## config.mk

```make
export PLATFORM = sky130hd
export DESIGN_NAME = per_target_retry_backoff
export DESIGN_NICKNAME = d
export VERILOG_FILES = /design/src/rtb_pkg.sv /design/src/rtb_csr.sv /design/src/rtb_update.sv /design/src/rtb_rsp.sv /design/src/per_target_retry_backoff.sv
export SDC_FILE = /design/constraint.sdc
export NUM_CORES = 2
export LEC_CHECK = 0
export ABC_AREA = 1
export BUFFER_PORTS_ARGS = -buffer_cell sky130_fd_sc_hd__buf_2
export CAP_MARGIN = 5
export CORE_ASPECT_RATIO = 1.75
export CORE_UTILIZATION = 55
export DETAILED_ROUTE_END_ITERATION = 8
export GPL_ROUTABILITY_DRIVEN = 0
export PLACE_DENSITY = 0.69
export RECOVER_POWER = 50
export SYNTH_ARGS = -nofsm -noshare
export SYNTH_HDL_FRONTEND = slang
export SYNTH_SLANG_ARGS = --single-unit
export TNS_END_PERCENT = 10
```

## constraint.sdc

```tcl
create_clock -name clock -period 13.2 [get_ports clock]
set_clock_uncertainty 0.15 [all_clocks]
set_input_delay 1.98 -clock clock [delete_from_list [all_inputs] [get_ports clock]]
set_output_delay 1.98 -clock clock [all_outputs]
set_load 0.01 [all_outputs]
```

## src/rtb_pkg.sv

```systemverilog
// ----------------------------------------------------------------------------
// rtb_pkg
// Shared widths, reset values, register indexes and stage records for the
// per-target retry backoff gate.
// ----------------------------------------------------------------------------
`default_nettype none

package rtb_pkg;

   localparam int TARGET_W    = 3;
   localparam int TIME_W      = 48;
   localparam int DELAY_W     = 27;
   localparam int GEN_W       = 16;
   localparam int MINR_W      = 20;
   localparam int MAXB_W      = 27;
   localparam int CAP_W       = 4;
   localparam int JIT_W       = 13;
   localparam int RETRY_W     = 27;
   localparam int CSR_IDX_W   = 2;
   localparam int CSR_DATA_W  = 27;
   localparam int TARGET_SPAN = 1 << TARGET_W;

   localparam logic [MINR_W-1:0]  MIN_RETRY_RESET   = MINR_W'(60000);
   localparam logic [MAXB_W-1:0]  MAX_BACKOFF_RESET = MAXB_W'(15 * 60000);
   localparam logic [CAP_W-1:0]   FAILURE_CAP_RESET = CAP_W'(5);
   localparam logic [RETRY_W-1:0] MAX_DELAY_MS      = RETRY_W'(24 * 60 * 60000);
   localparam logic [TIME_W-1:0]  TIME_MAX          = '1;
   localparam logic [DELAY_W-1:0] DELAY_FIELD_MAX   = '1;

   localparam logic [CSR_IDX_W-1:0] CSR_MIN_RETRY   = 2'd0;
   localparam logic [CSR_IDX_W-1:0] CSR_MAX_BACKOFF = 2'd1;
   localparam logic [CSR_IDX_W-1:0] CSR_FAILURE_CAP = 2'd2;

   localparam logic ACT_ADMIT    = 1'b0;
   localparam logic ACT_COMPLETE = 1'b1;

   typedef struct packed {
      logic [MINR_W-1:0] min_retry;
      logic [MAXB_W-1:0] max_backoff;
      logic [CAP_W-1:0]  failure_cap;
   } cfg_type;

   // registered request with the state-independent sums already formed
   typedef struct packed {
      logic                action;
      logic                tracked;
      logic [TARGET_W-1:0] target;
      logic [TIME_W-1:0]   now;
      logic [TIME_W:0]     now_jitter;
      logic [TIME_W-1:0]   floor;
      logic [GEN_W-1:0]    agen;
      logic                aprobe;
      logic                failed;
      logic                canceled;
   } req_type;

   typedef struct packed {
      logic [TIME_W-1:0] deadline;
      logic [TIME_W-1:0] now;
      logic [MINR_W-1:0] min_retry;
      logic              sel_min;
      logic [GEN_W-1:0]  generation;
      logic              probe;
   } upd_type;

endpackage

`default_nettype wire

```

## src/rtb_csr.sv

```systemverilog
// ----------------------------------------------------------------------------
// rtb_csr
// Configuration registers: base retry delay, backoff ceiling, failure cap.
// ----------------------------------------------------------------------------
`default_nettype none

module rtb_csr
   import rtb_pkg::*;
(
   input  wire logic                  clock,
   input  wire logic                  reset,
   input  wire logic                  csr_valid,
   output logic                       csr_ready,
   input  wire logic [CSR_IDX_W-1:0]  csr_index,
   input  wire logic [CSR_DATA_W-1:0] csr_wdata,
   output cfg_type                    cfg
);

   logic [MINR_W-1:0] min_retry_ff, min_retry_in;
   logic [MAXB_W-1:0] max_backoff_ff, max_backoff_in;
   logic [CAP_W-1:0]  failure_cap_ff, failure_cap_in;

   assign csr_ready = 1'b1;

   always_comb begin
      min_retry_in   = min_retry_ff;
      max_backoff_in = max_backoff_ff;
      failure_cap_in = failure_cap_ff;
      if (csr_valid) begin
         case (csr_index)
            CSR_MIN_RETRY:   min_retry_in   = csr_wdata[MINR_W-1:0];
            CSR_MAX_BACKOFF: max_backoff_in = csr_wdata[MAXB_W-1:0];
            CSR_FAILURE_CAP: failure_cap_in = csr_wdata[CAP_W-1:0];
            default: ;
         endcase
      end
   end

   always_ff @(posedge clock) begin
      if (reset) begin
         min_retry_ff   <= MIN_RETRY_RESET;
         max_backoff_ff <= MAX_BACKOFF_RESET;
         failure_cap_ff <= FAILURE_CAP_RESET;
      end else begin
         min_retry_ff   <= min_retry_in;
         max_backoff_ff <= max_backoff_in;
         failure_cap_ff <= failure_cap_in;
      end
   end

   assign cfg.min_retry   = min_retry_ff;
   assign cfg.max_backoff = max_backoff_ff;
   assign cfg.failure_cap = failure_cap_ff;

endmodule

`default_nettype wire

```

## src/rtb_update.sv

```systemverilog
// ----------------------------------------------------------------------------
// rtb_update
// Per-target entry table and its read-modify-write, all in the same cycle:
// admit decision, probe release, failure backoff and server delay floor.
// ----------------------------------------------------------------------------
`default_nettype none

module rtb_update
   import rtb_pkg::*;
#(
   parameter int TARGETS = 8
)
(
   input  wire logic    clock,
   input  wire logic    reset,
   input  wire logic    req_valid,
   input  wire req_type req,
   input  wire cfg_type cfg,
   output logic         upd_valid,
   output upd_type      upd
);

   // only indexes the target field can reach need storage
   localparam int ENTRIES = (TARGETS < TARGET_SPAN) ? TARGETS : TARGET_SPAN;
   localparam int IDX_W   = (ENTRIES > 1) ? $clog2(ENTRIES) : 1;
   localparam int SHIFT_W = MINR_W + (1 << CAP_W) - 1;

   logic [TIME_W-1:0] deadline_ff [ENTRIES];
   logic [CAP_W-1:0]  fail_ff     [ENTRIES];
   logic [GEN_W-1:0]  gen_ff      [ENTRIES];
   logic              busy_ff     [ENTRIES];

   logic    upd_valid_ff;
   upd_type upd_ff, upd_in;

   logic [IDX_W-1:0]   idx;
   logic [TIME_W-1:0]  dl_cur, dl_new, dl_mid, dl_fail;
   logic [CAP_W-1:0]   fc_cur, fc_new, cap_eff, f_new;
   logic [CAP_W:0]     f_inc;
   logic [GEN_W-1:0]   gen_cur, gen_new;
   logic               busy_cur, busy_new;
   logic               expired, gen_match, sel_min, probe_grant, wr_en;
   logic [SHIFT_W-1:0] shifted;
   logic [MAXB_W-1:0]  backoff;
   logic [TIME_W+1:0]  bsum;

   assign idx      = req.target[IDX_W-1:0];
   assign dl_cur   = deadline_ff[idx];
   assign fc_cur   = fail_ff[idx];
   assign gen_cur  = gen_ff[idx];
   assign busy_cur = busy_ff[idx];

   assign expired   = req.now >= dl_cur;
   assign gen_match = req.agen == gen_cur;

   // a zero cap acts as one
   assign cap_eff = (cfg.failure_cap == '0) ? CAP_W'(1) : cfg.failure_cap;
   assign f_inc   = {1'b0, fc_cur} + (CAP_W+1)'(1);
   assign f_new   = (f_inc > {1'b0, cap_eff}) ? cap_eff : f_inc[CAP_W-1:0];

   assign shifted = SHIFT_W'(cfg.min_retry) << (f_new - CAP_W'(1));
   assign backoff = (shifted > SHIFT_W'(cfg.max_backoff)) ? cfg.max_backoff
                                                          : shifted[MAXB_W-1:0];

   // jitter is already folded into now_jitter; one saturation covers both adds
   assign bsum    = {1'b0, req.now_jitter} + (TIME_W+2)'(backoff);
   assign dl_fail = (bsum[TIME_W+1:TIME_W] != 2'b00) ? TIME_MAX : bsum[TIME_W-1:0];

   always_comb begin
      dl_new      = dl_cur;
      dl_mid      = dl_cur;
      fc_new      = fc_cur;
      gen_new     = gen_cur;
      busy_new    = busy_cur;
      sel_min     = 1'b0;
      probe_grant = 1'b0;
      if (req.action == ACT_ADMIT) begin
         if (expired) begin
            if (busy_cur) begin
               sel_min = 1'b1;
            end else begin
               busy_new    = fc_cur != '0;
               probe_grant = fc_cur != '0;
            end
         end
      end else begin
         if (req.aprobe && gen_match) begin
            busy_new = 1'b0;
         end
         if (!req.canceled) begin
            if (!req.failed) begin
               if (gen_match && expired) begin
                  fc_new = '0;
               end
            end else begin
               // failure while still cooling down only honors the server floor
               if (expired) begin
                  fc_new   = f_new;
                  gen_new  = gen_cur + GEN_W'(1);
                  busy_new = 1'b0;
                  dl_mid   = dl_fail;
               end
               dl_new = (dl_mid < req.floor) ? req.floor : dl_mid;
            end
         end
      end
   end

   assign wr_en = req_valid && req.tracked;

   always_comb begin
      upd_in.deadline   = req.tracked ? dl_new : '0;
      upd_in.now        = req.now;
      upd_in.min_retry  = cfg.min_retry;
      upd_in.sel_min    = req.tracked && sel_min;
      upd_in.generation = req.tracked ? gen_new : '0;
      upd_in.probe      = req.tracked && probe_grant;
   end

   always_ff @(posedge clock) begin
      if (reset) begin
         for (int i = 0; i < ENTRIES; i++) begin
            deadline_ff[i] <= '0;
            fail_ff[i]     <= '0;
            gen_ff[i]      <= '0;
            busy_ff[i]     <= 1'b0;
         end
      end else if (wr_en) begin
         deadline_ff[idx] <= dl_new;
         fail_ff[idx]     <= fc_new;
         gen_ff[idx]      <= gen_new;
         busy_ff[idx]     <= busy_new;
      end
   end

   always_ff @(posedge clock) begin
      if (reset) begin
         upd_valid_ff <= 1'b0;
      end else begin
         upd_valid_ff <= req_valid;
      end
   end

   always_ff @(posedge clock) begin
      upd_ff <= upd_in;
   end

   assign upd_valid = upd_valid_ff;
   assign upd       = upd_ff;

   // a granted probe leaves the entry marked as having one outstanding
   a_probe_marks_busy: assert property (@(posedge clock) disable iff (reset)
      (wr_en && probe_grant) |=> busy_ff[$past(idx)])
      else $error("probe granted but entry not marked busy");

   // a granted probe never carries a delay
   a_probe_no_delay: assert property (@(posedge clock) disable iff (reset)
      (upd_valid_ff && upd_ff.probe) |-> (!upd_ff.sel_min && upd_ff.deadline <= upd_ff.now))
      else $error("probe granted while target still cooling down");

   for (genvar g = 0; g < ENTRIES; g++) begin : g_gen_chk
      a_gen_step: assert property (@(posedge clock) disable iff (reset)
         $past(!reset) |-> (gen_ff[g] == $past(gen_ff[g]) ||
                            gen_ff[g] == $past(gen_ff[g]) + GEN_W'(1)))
         else $error("generation moved by more than one in a cycle");
   end

endmodule

`default_nettype wire

```

## src/rtb_rsp.sv

```systemverilog
// ----------------------------------------------------------------------------
// rtb_rsp
// Result stage: cooldown left from the updated deadline, saturated to the
// delay field, and the busy-probe delay selection.
// ----------------------------------------------------------------------------
`default_nettype none

module rtb_rsp
   import rtb_pkg::*;
(
   input  wire logic          clock,
   input  wire logic          reset,
   input  wire logic          upd_valid,
   input  wire upd_type       upd,
   output logic               rsp_valid,
   output logic [DELAY_W-1:0] rsp_delay_ms,
   output logic [GEN_W-1:0]   rsp_generation,
   output logic               rsp_probe
);

   logic               rsp_valid_ff;
   logic [DELAY_W-1:0] delay_ff, delay_in;
   logic [GEN_W-1:0]   gen_ff;
   logic               probe_ff;
   logic [TIME_W-1:0]  diff;
   logic [DELAY_W-1:0] left;

   assign diff = upd.deadline - upd.now;

   always_comb begin
      if (upd.deadline <= upd.now) begin
         left = '0;
      end else if (diff[TIME_W-1:DELAY_W] != '0) begin
         left = DELAY_FIELD_MAX;
      end else begin
         left = diff[DELAY_W-1:0];
      end
      delay_in = upd.sel_min ? DELAY_W'(upd.min_retry) : left;
   end

   always_ff @(posedge clock) begin
      if (reset) begin
         rsp_valid_ff <= 1'b0;
      end else begin
         rsp_valid_ff <= upd_valid;
      end
   end

   always_ff @(posedge clock) begin
      delay_ff <= delay_in;
      gen_ff   <= upd.generation;
      probe_ff <= upd.probe;
   end

   assign rsp_valid      = rsp_valid_ff;
   assign rsp_delay_ms   = delay_ff;
   assign rsp_generation = gen_ff;
   assign rsp_probe      = probe_ff;

endmodule

`default_nettype wire

```

## src/per_target_retry_backoff.sv

```systemverilog
// ----------------------------------------------------------------------------
// per_target_retry_backoff
// Per-target retry gate with exponential backoff and one half-open probe.
// ----------------------------------------------------------------------------
// A transaction is taken at every clock edge with start high; busy stays low,
// so one admit or completion can be issued every cycle. Each transaction
// gives exactly one result, strobed on rsp_valid for one cycle, in issue
// order after it passes the input register, entry update and result
// register. The result side cannot stall, so the receiver must take every
// strobe. The per-target entry table is read, updated and written back
// in the same cycle, which lets consecutive transactions hit the same
// target without a gap. The table sits in flip-flops cleared by reset, so
// the block is usable right after reset. Configuration writes are accepted
// every cycle and should only be issued while no transaction is in flight.
// ----------------------------------------------------------------------------
`default_nettype none

module per_target_retry_backoff
   import rtb_pkg::*;
#(
   parameter int TARGETS = 8
)
(
   input  wire logic                  clock,
   input  wire logic                  reset,
   input  wire logic                  start,
   output logic                       busy,
   input  wire logic                  req_action,
   input  wire logic [TARGET_W-1:0]   req_target,
   input  wire logic [TIME_W-1:0]     req_now_ms,
   input  wire logic [GEN_W-1:0]      req_admitted_generation,
   input  wire logic                  req_admitted_probe,
   input  wire logic                  req_failed,
   input  wire logic                  req_canceled,
   input  wire logic [RETRY_W-1:0]    req_retry_after_ms,
   input  wire logic [JIT_W-1:0]      req_jitter_ms,
   output logic                       rsp_valid,
   output logic [DELAY_W-1:0]         rsp_delay_ms,
   output logic [GEN_W-1:0]           rsp_generation,
   output logic                       rsp_probe,
   input  wire logic                  csr_valid,
   output logic                       csr_ready,
   input  wire logic [CSR_IDX_W-1:0]  csr_index,
   input  wire logic [CSR_DATA_W-1:0] csr_wdata
);

   cfg_type cfg;

   logic    req_valid_ff;
   req_type req_ff, req_in;

   logic [RETRY_W-1:0] retry_clamped;
   logic [TIME_W:0]    floor_sum;

   logic    upd_valid;
   upd_type upd;

   assign busy = 1'b0;

   rtb_csr u_csr (
      .clock     (clock),
      .reset     (reset),
      .csr_valid (csr_valid),
      .csr_ready (csr_ready),
      .csr_index (csr_index),
      .csr_wdata (csr_wdata),
      .cfg       (cfg)
   );

   // server delay floor and now plus jitter need no entry state
   assign retry_clamped = (req_retry_after_ms > MAX_DELAY_MS) ? MAX_DELAY_MS
                                                              : req_retry_after_ms;
   assign floor_sum     = {1'b0, req_now_ms} + (TIME_W+1)'(retry_clamped);

   always_comb begin
      req_in.action     = req_action;
      req_in.tracked    = 32'(req_target) < TARGETS;
      req_in.target     = req_target;
      req_in.now        = req_now_ms;
      req_in.now_jitter = {1'b0, req_now_ms} + (TIME_W+1)'(req_jitter_ms);
      req_in.floor      = floor_sum[TIME_W] ? TIME_MAX : floor_sum[TIME_W-1:0];
      req_in.agen       = req_admitted_generation;
      req_in.aprobe     = req_admitted_probe;
      req_in.failed     = req_failed;
      req_in.canceled   = req_canceled;
   end

   always_ff @(posedge clock) begin
      if (reset) begin
         req_valid_ff <= 1'b0;
      end else begin
         req_valid_ff <= start && !busy;
      end
   end

   always_ff @(posedge clock) begin
      req_ff <= req_in;
   end

   rtb_update #(
      .TARGETS (TARGETS)
   ) u_update (
      .clock     (clock),
      .reset     (reset),
      .req_valid (req_valid_ff),
      .req       (req_ff),
      .cfg       (cfg),
      .upd_valid (upd_valid),
      .upd       (upd)
   );

   rtb_rsp u_rsp (
      .clock          (clock),
      .reset          (reset),
      .upd_valid      (upd_valid),
      .upd            (upd),
      .rsp_valid      (rsp_valid),
      .rsp_delay_ms   (rsp_delay_ms),
      .rsp_generation (rsp_generation),
      .rsp_probe      (rsp_probe)
   );

   // every strobe traces back to an accepted transaction that passed the input, update and result registers
   a_rsp_has_req: assert property (@(posedge clock) disable iff (reset)
      rsp_valid |-> $past(start && !busy, 3))
      else $error("result strobe without a matching transaction");

endmodule

`default_nettype wire

```

# After elaboration in Yosys (flattened, before gate mapping)
# Memories as Yosys holds them, arrays and structs flattened. A register that Yosys moved wholly into a read port is not among the register bits.
# Cells that the tools add are included.
# op_classes
addsub	7
magnitude_cmp	6
n_eq_ne	3
shift	1
mux	50
bitwise	1
reduce_logical	17
# op_table
operator	count
two-way mux 48 bit	10
two-way mux 27 bit	3
two-way mux 16 bit	5
adder 49 x 27 -> 50 bit	1
adder 48 x 13 -> 49 bit	1
adder 48 x 27 -> 49 bit	1
greater-or-equal comparator 48 bit	1
<= comparator 48 bit	1
less-than comparator 48 bit	1
OR reduction 48 bit	1
subtractor 48 bit	1
two-way mux 20 bit	2
> comparator 35 x 27 -> 1 bit	1
<< shifter 20 x 4 -> 35 bit	1
two-way mux 4 bit	8
> comparator 27 bit, second input constant	1
nonzero test 21 bit	1
two-way mux 1 bit	18
adder 16 x 1 -> 16 bit, second input constant	1
equality test 16 bit	1
OR reduction 16 bit	1
two-way mux 3 bit	4
AND reduction 2 bit	3
adder 4 x 1 -> 5 bit, second input constant	1
14 further kinds	16
# totals
register_bits	400
ram_bits	552
mem_count	4
# memory_table
name	words	word_bits	rd	rd_clocked_by_memory_dff	write_ports	line_no	text
u_update.deadline_ff	8	48	1	1	8	rtb_update.sv:28	logic [TIME_W-1:0] deadline_ff [ENTRIES];
u_update.gen_ff	8	16	1	1	8	rtb_update.sv:30	logic [GEN_W-1:0] gen_ff [ENTRIES];
u_update.fail_ff	8	4	1	1	8	rtb_update.sv:29	logic [CAP_W-1:0] fail_ff [ENTRIES];
u_update.busy_ff	8	1	1	1	8	rtb_update.sv:31	logic busy_ff [ENTRIES];

# Logic depth before layout (Yosys ltp)
# logic_depth
depth_word	21
depth_mapped	77

# Modules after synthesis
# Synthesis repeated with hierarchy kept, for this count alone.
# unflattened
hier_cells	6326
area_unflattened_um2	51421.8
# by_module_without_submodules
module	n_inst	cells_per_inst	area_per_inst_um2
rtb_update	1	3621	34506.8
per_target_retry_backoff	1	1321	8996.1
rtb_rsp	1	1090	5878.1
rtb_csr	1	294	2040.7

# Worst setup path before layout
# OpenSTA, ideal clock, no wires.
# synth_timing
path_kind	register to register
startpoint	register req_ff[165] (netlist name)
endpoint	memory u_update.deadline_ff[0][46] (data pin)
setup_ns	0.266
arrival_time_ns	9.704
t_required_ns	12.784
slack_ns	3.080
stages_incl_launch_ff	69
path_buffers	6
period_less_slack_ns	10.120
path_cell_list	dfxtp_1 buf_2 inv_2 nand3_2 inv_2 buf_6 a22oi_2 nand4_2 ha_1 xor2_1 ha_1 a21oi_1 a21boi_0 o21ai_0 nand2_4 o21ai_2 nand2_2 nor2_4 [... 33 more ...] nand2_1 nor3b_1 xor2_1 o22ai_1 inv_1 ha_1 nand4_1 nor3_1 nor4b_1 nand2_1 nor4_1 nand2_1 buf_2 buf_2 nand3_1 nand3_1 nand2_1 nor2_1
# synth_lines
item	line_no	text
start: declaration	per_target_retry_backoff.sv:50	req_type req_ff, req_in;
start signal: assignment	per_target_retry_backoff.sv:97	req_ff <= req_in;
end: declaration	rtb_update.sv:28	

==> impl_metrics.yaml <==
run_status:
  status: "finished, violations left"
  violations: "capacitance limit, slew limit"
critical_path:
  crit_type: "reg -> reg"
  r2r_cells: 65
  crit_slowest_cell: "dfxtp_2"
  worstSetupPathDepth: 65
  crit_arrival_ns: 12.58
  critPathMaxStageDelay_ns: 0.46
  path_delay_family: "simple AND/OR/NAND/NOR gates"
  crit_path_start_kind: "flop"
  required_ns: 13.46
  path_common_cell: "nand2_1"
  cp_num_buf_inv: 9
  path_max_fanout: 48
  endpoint_kind: "flop"
logic_synthesis:
  syn_inst: 5304
  ys_seq_area_share_pct: 51.9
  ys.flop_type: "edfxtp_1"
  synthTopCellsByArea: "edfxtp_1 (35%), dfxtp_1 (17%), nand2_1 (7.4%), ha_1 (6.4%), nor2_1 (6.3%)"
  netlist_top_cells_count: "nand2_1 (928), nor2_1 (799), inv_1 (635)"
  synth.most_common_cell: "nand2_1"
  avgSynthCellArea_um2: 8.93
  yosysWarningCount: 0
  synth_edf_count: 552
  ys_types: 64
  netlist_area_um2: 47400
  yosys.area.top_type: "edfxtp_1"
  ys_ff_latch: 952
  synth_fp_nets: 5696
  ys_async_sr_fraction_pct: 0
  yosys.area.top_type_share_pct: 35.0
routing:
  drc: 0
  vias: 38600
  via_per_inst: 5.79
  drtAntennaViolNets: 0
  wl_per_cell_um: 22.1
  drtIter0Drc: 3696
  dr.pass1.iters: 7
  drt-total-wl_mm: 147
sta:
  fin_hold_ws_ns: 0.176
  hold_viol: 0
  setup_viol: 0
  tns_ns: 0
  fmax_ghz: 0.0812
  max_slew.worst_pin.slew_ns: 4.82
  slew_viol_final: 484
  fin_crit_sh_pct: 93.3
  rsz0062_at_grt: "no"
  finalCriticalPeriod_ns: 12.32
  worst_slack_ns: 0.882
  slew_headroom_pct: -221
clock_network:
  clkLatencyLatePin_ns: 0.71
  cts_buffers: 88
  clk_pin_slew_ns: 0.07
  cts.sinks: 952
  htreeDepth: 3
  cts-root-buf: "clkbuf_16"
  clockBufferDepth: 3
  cts_tree: "built"
  ctsHoldBuffers: 0
die:
  fp.dieH_um: 390
  ioPinCount: 191
  dieWidth_um: 224
  die_area_um2: 87300
  initial_core_util_pct: 55.4
  core_um2: 85500
  fp-row-count: 142
min_path:
  hold_class: "reg -> reg"
  holdPathStages: 0
placed_design:
  numPortBuffers: 188
  pre_cts_ws_ns: 0.120
  placedInstanceArea_um2: 49400
  dp_hpwl_mm: 99.7
  dpl.cell_count: 6498
final_layout:
  final_area_um2: 52200
  finalNetCount: 5829
  syn_to_final_growth_pct: 10.2
  drive_above_1_share_pct: 7.24
  finalNonFillerCells: 6664
grt:
  grtUsageTotal_pct: 33.4
  overflow: 0
  antenna_found_initial: 0
  grt_pass1_vias: 38000
  grt_first_pass_wirelength_mm: 219
  grt_max_degree: 72
power:
  cellPowerDensity_nw_per_um2: 183
  p_leak_nw: 22.4
  ir_drop_mv: 0.171
flow_run:
  cap_violations: 11
[through the flow]
step	total power (W)	utilization, %
final	0.00954	61.1
after global routing	0.0100	61.1
after global placement	0.00685	57.8
after detailed placement	0.00690	57.8
after floorplan	0.00590	-
after CTS	0.00946	61.2
[worst register-to-register path, delay by kind of cell (launching register included)]
family                   cells  cell delay (ns)
AO/OA/AOI/OAI               15             2.56
AND/OR/NAND/NOR             33             5.24
adder cells (fa/ha/maj)      6             1.80
flip-flops                   1             0.46
buffers and inverters        9             1.52
XOR/XNOR                     2             0.30
[flip-flops by register name, summed over array words and instances, names as in the netlist]
| name | cells |
|---|---|
| u_update.busy_ff | 8 |
| u_update.upd_valid | 1 |
| u_rsp.rsp_generation | 16 |
| u_csr.min_retry_ff | 20 |
| u_rsp.rsp_delay_ms | 27 |
| req_valid_ff | 1 |
| u_update.gen_ff | 128 |
| u_csr.max_backoff_ff | 27 |
| req_ff | 168 |
| u_update.upd | 134 |
| u_rsp.rsp_probe | 1 |
| u_csr.failure_cap_ff | 4 |
| u_update.fail_ff | 32 |
| u_update.deadline_ff | 384 |
| u_rsp.rsp_valid | 1 |
[layout by cell type, fill, tap and decap left out, types with 22 or more instances in the layout]
| cell type | instances |
|---|---|
| clkbuf_1 | 113 |
| nand2_2 | 23 |
| clkinv_2 | 22 |
| o21ai_0 | 181 |
| nand4_1 | 113 |
| nand3_1 | 212 |
| dfxtp_1 | 398 |
| or2_2 | 22 |
| buf_2 | 93 |
| nor2_1 | 796 |
| nor3_1 | 46 |
| a22o_1 | 103 |
| o22ai_1 | 30 |
| clkbuf_16 | 91 |
| buf_4 | 42 |
| inv_1 | 631 |
| ha_1 | 244 |
| a21oi_1 | 303 |
| edfxtp_1 | 552 |
| a22oi_1 | 41 |
| xnor2_1 | 63 |
| xor2_1 | 120 |
| nand2_1 | 909 |
| a221oi_1 | 79 |
[per-layer routing]
| layer | up-vias | global-route usage (%) | routed length [µm] |
|---|---|---|---|
| li1 | 18200 | - | - |
| met1 | 18100 | 37.9 | 53600 |
| met2 | 1873 | 58.7 | 72500 |
| met3 | 473 | 4.76 | 11000 |
| met4 | 0 | 21.5 | 9860 |
| met5 | - | 0 | 0 |
[power breakdown]
part	total [W]	switching [W]	internal, W
sequential	0.00343	0.0000903	0.00334
clock	0.00259	0.00119	0.00140
combinational	0.00352	0.00239	0.00114
[cell families after synthesis]
family	synth area share, %
xor+xnor	3.48
fa+ha+maj	6.61
other cells	0.0159
mux	0.106
compound gates	11.8
buf+inv	6.94
flops	51.9
simple gates	19.2
[final cells by class]
class | instances | area, µm²
fillers | 7438 | 33300
multi-input cells | 3503 | 19600
inverters | 653 | 2460
diodes | 1 | 2.50
flip-flops and latches | 952 | 24600
clock inverters | 59 | 515
repair buffers | 239 | 1170
clock buffers | 105 | 2370
well taps | 1152 | 1440
[final timing paths]
check                                startpoint                           to  slack (ns)
worst max-delay path                req_ff[164]  u_update.deadline_ff[3][41]        0.88
worst min-delay path            u_update.upd[0]              u_rsp.rsp_probe        0.18
worst max register to register      req_ff[164]  u_update.deadline_ff[3][41]        0.88
worst min register to register  u_update.upd[0]              u_rsp.rsp_probe        0.18
[timing repair]
action	4_1_cts	5_1_grt
endpoints found under the setup margin	0	432
gates resized for setup	0	23
buffers inserted	0	0
No activity file was read; power rests on OpenSTA's default activity.
